--- src/rtl/bps_ram.sv ---
// -----------------------------------------------------------------------------
// bps_ram
// Generic single-write, single-read memory with a registered read port.
// -----------------------------------------------------------------------------
module bps_ram #(
    parameter int WIDTH = 8,
    parameter int DEPTH = 256
) (
    input  logic                     i_clk,
    input  logic                     i_we,
    input  logic [$clog2(DEPTH)-1:0] i_waddr,
    input  logic [WIDTH-1:0]         i_wdata,
    input  logic                     i_re,
    input  logic [$clog2(DEPTH)-1:0] i_raddr,
    output logic [WIDTH-1:0]         o_rdata
);

    logic [WIDTH-1:0] r_mem [DEPTH];
    logic [WIDTH-1:0] r_rdata;

    // write port
    always_ff @(posedge i_clk) begin
        if (i_we) begin
            r_mem[i_waddr] <= i_wdata;
        end
    end

    // registered read port
    always_ff @(posedge i_clk) begin
        if (i_re) begin
            r_rdata <= r_mem[i_raddr];
        end
    end

    assign o_rdata = r_rdata;

endmodule

--- config.mk ---
export PLATFORM = sky130hd
export DESIGN_NAME = bps_ram
export DESIGN_NICKNAME = d
export VERILOG_FILES = /design/src/rtl/bps_ram.sv
export SDC_FILE = /design/constraint.sdc
export NUM_CORES = 2
export LEC_CHECK = 0
export ABC_AREA = 1
export BUFFER_PORTS_ARGS = -buffer_cell sky130_fd_sc_hd__buf_2
export CAP_MARGIN = 0
export CORE_ASPECT_RATIO = 1.1
export CORE_UTILIZATION = 45
export CTS_BUF_LIST = sky130_fd_sc_hd__clkbuf_16
export DETAILED_ROUTE_END_ITERATION = 16
export GPL_TIMING_DRIVEN = 1
export RECOVER_POWER = 100
export SLEW_MARGIN = 25
export SYNTH_ARGS = -nofsm -noshare
export SYNTH_HDL_FRONTEND = slang
export SYNTH_SLANG_ARGS = --single-unit
--- constraint.sdc ---
create_clock -name i_clk -period 1.6 [get_ports i_clk]
set_input_delay 0 -clock i_clk [delete_from_list [all_inputs] [get_ports i_clk]]
set_output_delay 0 -clock i_clk [all_outputs]
set_load 0.005 [all_outputs]
## After elaboration in Yosys (flattened, before gate mapping)

Memory sizes are Yosys's and may differ from the RTL's. A register that Yosys moved wholly into a read port is not among the register bits.
Cells that the tools add are included.

- Register bits after elaboration: 0
- RAM bits: 2048
- Input port bits: 27
- Output and inout port bits: 8
- Word-level logic and storage cells: 3
- Memories kept: 1

- Multiplexer cells: 2

Memories:

| memory | words | width | read ports | clocked after memory_dff | write ports | line | source |
|---|---|---|---|---|---|---|---|
| r_mem | 256 | 8 | 1 | 1 | 1 | 18 | `logic [WIDTH-1:0] r_mem [DEPTH];` |

Operators by type and width:

| kind | number |
|---|---|
| two-way mux 1 bit | 2 |

## Longest topological paths before layout

- Depth after elaboration: 2
- Gate-level depth with buffers: 15
- Depth with buffers taken out: 11

## Worst setup path after synthesis

OpenSTA, ideal clock, no wires.

- Kind: input-to-reg
- From: input i_we
- To: memory r_mem[162][0], enable pin
- Library setup time: 0.370 ns
- Arrival time: 1.121 ns
- Required time: 1.230 ns
- Path slack: 0.109 ns
- Cell stages on the path: 4
- Path buffers: 2
- Cells stage by stage: clkbuf_1 nand3_1 clkbuf_1 nor2_1

- Longest elaborated chain between the ends: 2

Ends and longest elaborated chain:

| what | line | source |
|---|---|---|
| from (decl) | 10 | `input logic i_we,` |
| two-way mux 1 bit | 23 | `if (i_we) begin` |
| two-way mux 1 bit (not written as such) | 24 | `r_mem[i_waddr] <= i_wdata;` |
| to (decl) | 18 |  |

Every way passes these cells.

## Worst setup path in the final report

- From: input i_waddr[0]
- To: memory r_mem[125][1], enable pin

RTL lines:

| what | line | source |
|---|---|---|
| from (decl) | 11 | `input logic [$clog2(DEPTH)-1:0] i_waddr,` |

Straight into the memory's write port.

==> results.md <==
* Synth area leaders: edfxtp_1, nand3_1, nand2_1
* Initial Utilization at 45.4%
* Register area share after synthesis at 74.0%
* CTS root buf: clkbuf_16
* Number of synthesized register bits at 2056
* Inserted Clock Buffers at 196
* Pwr Density at around 1100 mW/mm^2
* HP Class: primary input to register
* Post-DP HPWL at 149000 microns
* Worst-Skew Late Latency at 0.86 ns
* Initial antenna violation count at 19
* Nets@finish at approximately 7500
* H-Tree Depth at 4
* Postcts setup bufs at 0
* Routed via count at about 57000
* RSZ-0062 raised after global routing: true
* IO Count at 35
* Crit-path max cell delay at 0.59 ns
* Area growth from synthesis to layout at 19.4%
* Syn Area/Cell at approximately 12 sq um
* Crit-path cells: dlygate4sd3_1 > clkbuf_1 > inv_1 > nor2_1 > inv_1 > nor2_1 > nand2_1 > clkbuf_4 > nor2_1 > buf_4
* Critical path's most frequent cell: nor2_1
* Mapped Cells at 7003
* Via-per-instance ratio at 5.67
* Clk_skew at 0.0417 ns
* CTS Buffer Depth at 3
* Placed instance count at between 9000 and 10000
* GRT Total Usage at 25.7%
* Final Cell Area at 0.0996 sq mm
* CP max stage cell: dlygate4sd3_1
* Pin count of the biggest net entering global routing at 89
* Post-synth cell types at 13
* Core Rows at 165
* Input/output buffers at 34
* Setup violators final at 410
* CP bufs+invs at 6
* Mapped Area at between 0.08 and 0.09 sq mm
* Global route overflow at 0
* Number of global-route vias before repair at 54344
* Run status: finished with violations
* Period utilization at 106%
* Crit start category: primary input
* Die Y at 454 microns
* Slew @ Worst Pin at 1.36 ns
* Failing checks: setup timing
* Die width at 413 microns
* Clock transition at the registers of the reported paths at 0.06 ns
* Placed cell area at about 0.092 sq mm
* Synth area leader: edfxtp_1
* Fmax at 587 MHz
* Top cell type's share of synthesized area at 74.0%
* Leak at 35.8 nW
* Final ANT Viol Nets at 0
* CTS tree: done
* Worst setup margin at -0.103 ns
* Pre-CTS setup slack at -1.07 ns
* WL/cell at 24.0 microns
* Layout Cells excl Fill at 10044
* Core Region at 0.184 sq mm
* Synthesized Nets at 7030
* Remaining DRCs at 0
* Critical Path End Type: register
* DRT Wirelength at 241000 microns
* Fin crit period at 1.70 ns
* Ratio of cells with drive above 1 in the final layout at 18.1%
* YS warnings at 0
* First-pass GRT wire length at 356000 microns
* DRT iter0 DRCs at 7427
* Largest delay share family, worst path: buffers and inverters
* Final Max Tran Viols at 0
* Final hold viol count at 0
* VDD IR-drop max at 909 uV
* Crit path max fanout at 11
* CP Data Required Time at around 2.2 ns
* Die area at 0.187 sq mm
* Sink Count at slightly above 2000
* Max Cap Viol at 0
* Worst Path Class, Setup: primary input to register
* FILL cells at 15133
* DRT Pass-1 Iters at 6
* WP data arrival at roughly 2.3 ns
* Slew margin rel. at 9.53%
* Final GP Congestion at 0.930
## power by group
group	switching, mW	leakage [nW]	total (mW)	internal (mW)
Sequential	0.0796	18.5	59.5	59.4
Clock	20.2	3.26	45.7	25.5
Combinational	5.89	14.0	8.43	2.54
Total	26.2	35.8	114	87.5
## final timing paths
path                                start                 endpoint  slack (ns)  cells past startpoint
setup / recovery               i_waddr[0]  r_mem[125][1]$_DFFE_PP_       -0.10                     10
hold / removal                 i_waddr[5]   r_mem[14][3]$_DFFE_PP_        0.08                      6
setup reg to reg   r_mem[17][0]$_DFFE_PP_     o_rdata[0]$_DFFE_PP_       -0.07                     11
hold reg to reg   r_mem[234][7]$_DFFE_PP_     o_rdata[7]$_DFFE_PP_        1.06                     10
## stage by stage
step                      utilization, %  hold slack [ns]  total power, mW  TNS (ns)
after floorplan                        -           0.0989             64.2         0
after global placement              49.7            0.361             68.2     -9.06
after detailed placement            49.7            0.359             68.3     -8.80
after CTS                           54.4           0.0190              114    -0.483
after global routing                54.2           0.0845              117    -30.57
final                               54.2           0.0845              114    -12.37
## state kept, by name, indices dropped and copies added, names as in the netlist
signal,count
r_mem,2048
o_rdata,8
## worst min-delay path, stage by stage
cell and delay, ns:
buf_2 0.14, nor2_1 0.05, buf_4 0.16, nand2_1 0.06, buf_4 0.24, nor2_1 0.11
## final cells by class
class | count | area, sq um | area share [%]
timing repair buffer | 738 | 6520 | 6.54
multi-input combinational | 4425 | 21900 | 21.9
sequential | 2056 | 61700 | 62.0
antenna | 9 | 22.5 | 0.0226
clock inverter | 158 | 1320 | 1.32
tap | 2421 | 3030 | 3.04
clock buffer | 198 | 4950 | 4.97
inverter | 39 | 180 | 0.181
## synth_stat cells (all sizes together)
cell and number:
nand2 2123, edfxtp 2056, nand3 2019, buf 371, nor2 283, clkbuf 112, inv 39
## metal layers
layer | track usage (%) | vias to the layer above | wire length (microns)
met1 | 35.1 | 28006 | 96500
li1 | - | 25814 | -
met5 | 0 | - | 87
met3 | 4.97 | 478 | 22100
met2 | 40.7 | 2620 | 113000
met4 | 9.47 | 12 | 9270
## layout by cell type, fill, tap and decap left out, drive strengths merged
cell | synthesis | routed
clkinv | 0 | 79
nand2 | 2123 | 2123
edfxtp | 2056 | 2056
clkbuf | 112 | 421
bufinv | 0 | 19
dlygate4sd3 | 0 | 27
nand3 | 2019 | 2019
diode | 0 | 9
nor2 | 283 | 283
buf | 371 | 488
clkinvlp | 0 | 3
inv | 39 | 96
## cells by family after synthesis
family	synth area share [%]
simple gates	22.9
flops	74.0
buf+inv	3.12
## timing repair
item	CTS	global route
gates cloned	0	0
hold endpoints to repair	2254	0
hold buffers	27	0
resized for setup	391	146
endpoints found under the setup margin	14	37
pin swaps	140	50
Note: power is estimated with default switching activity, not from simulation.
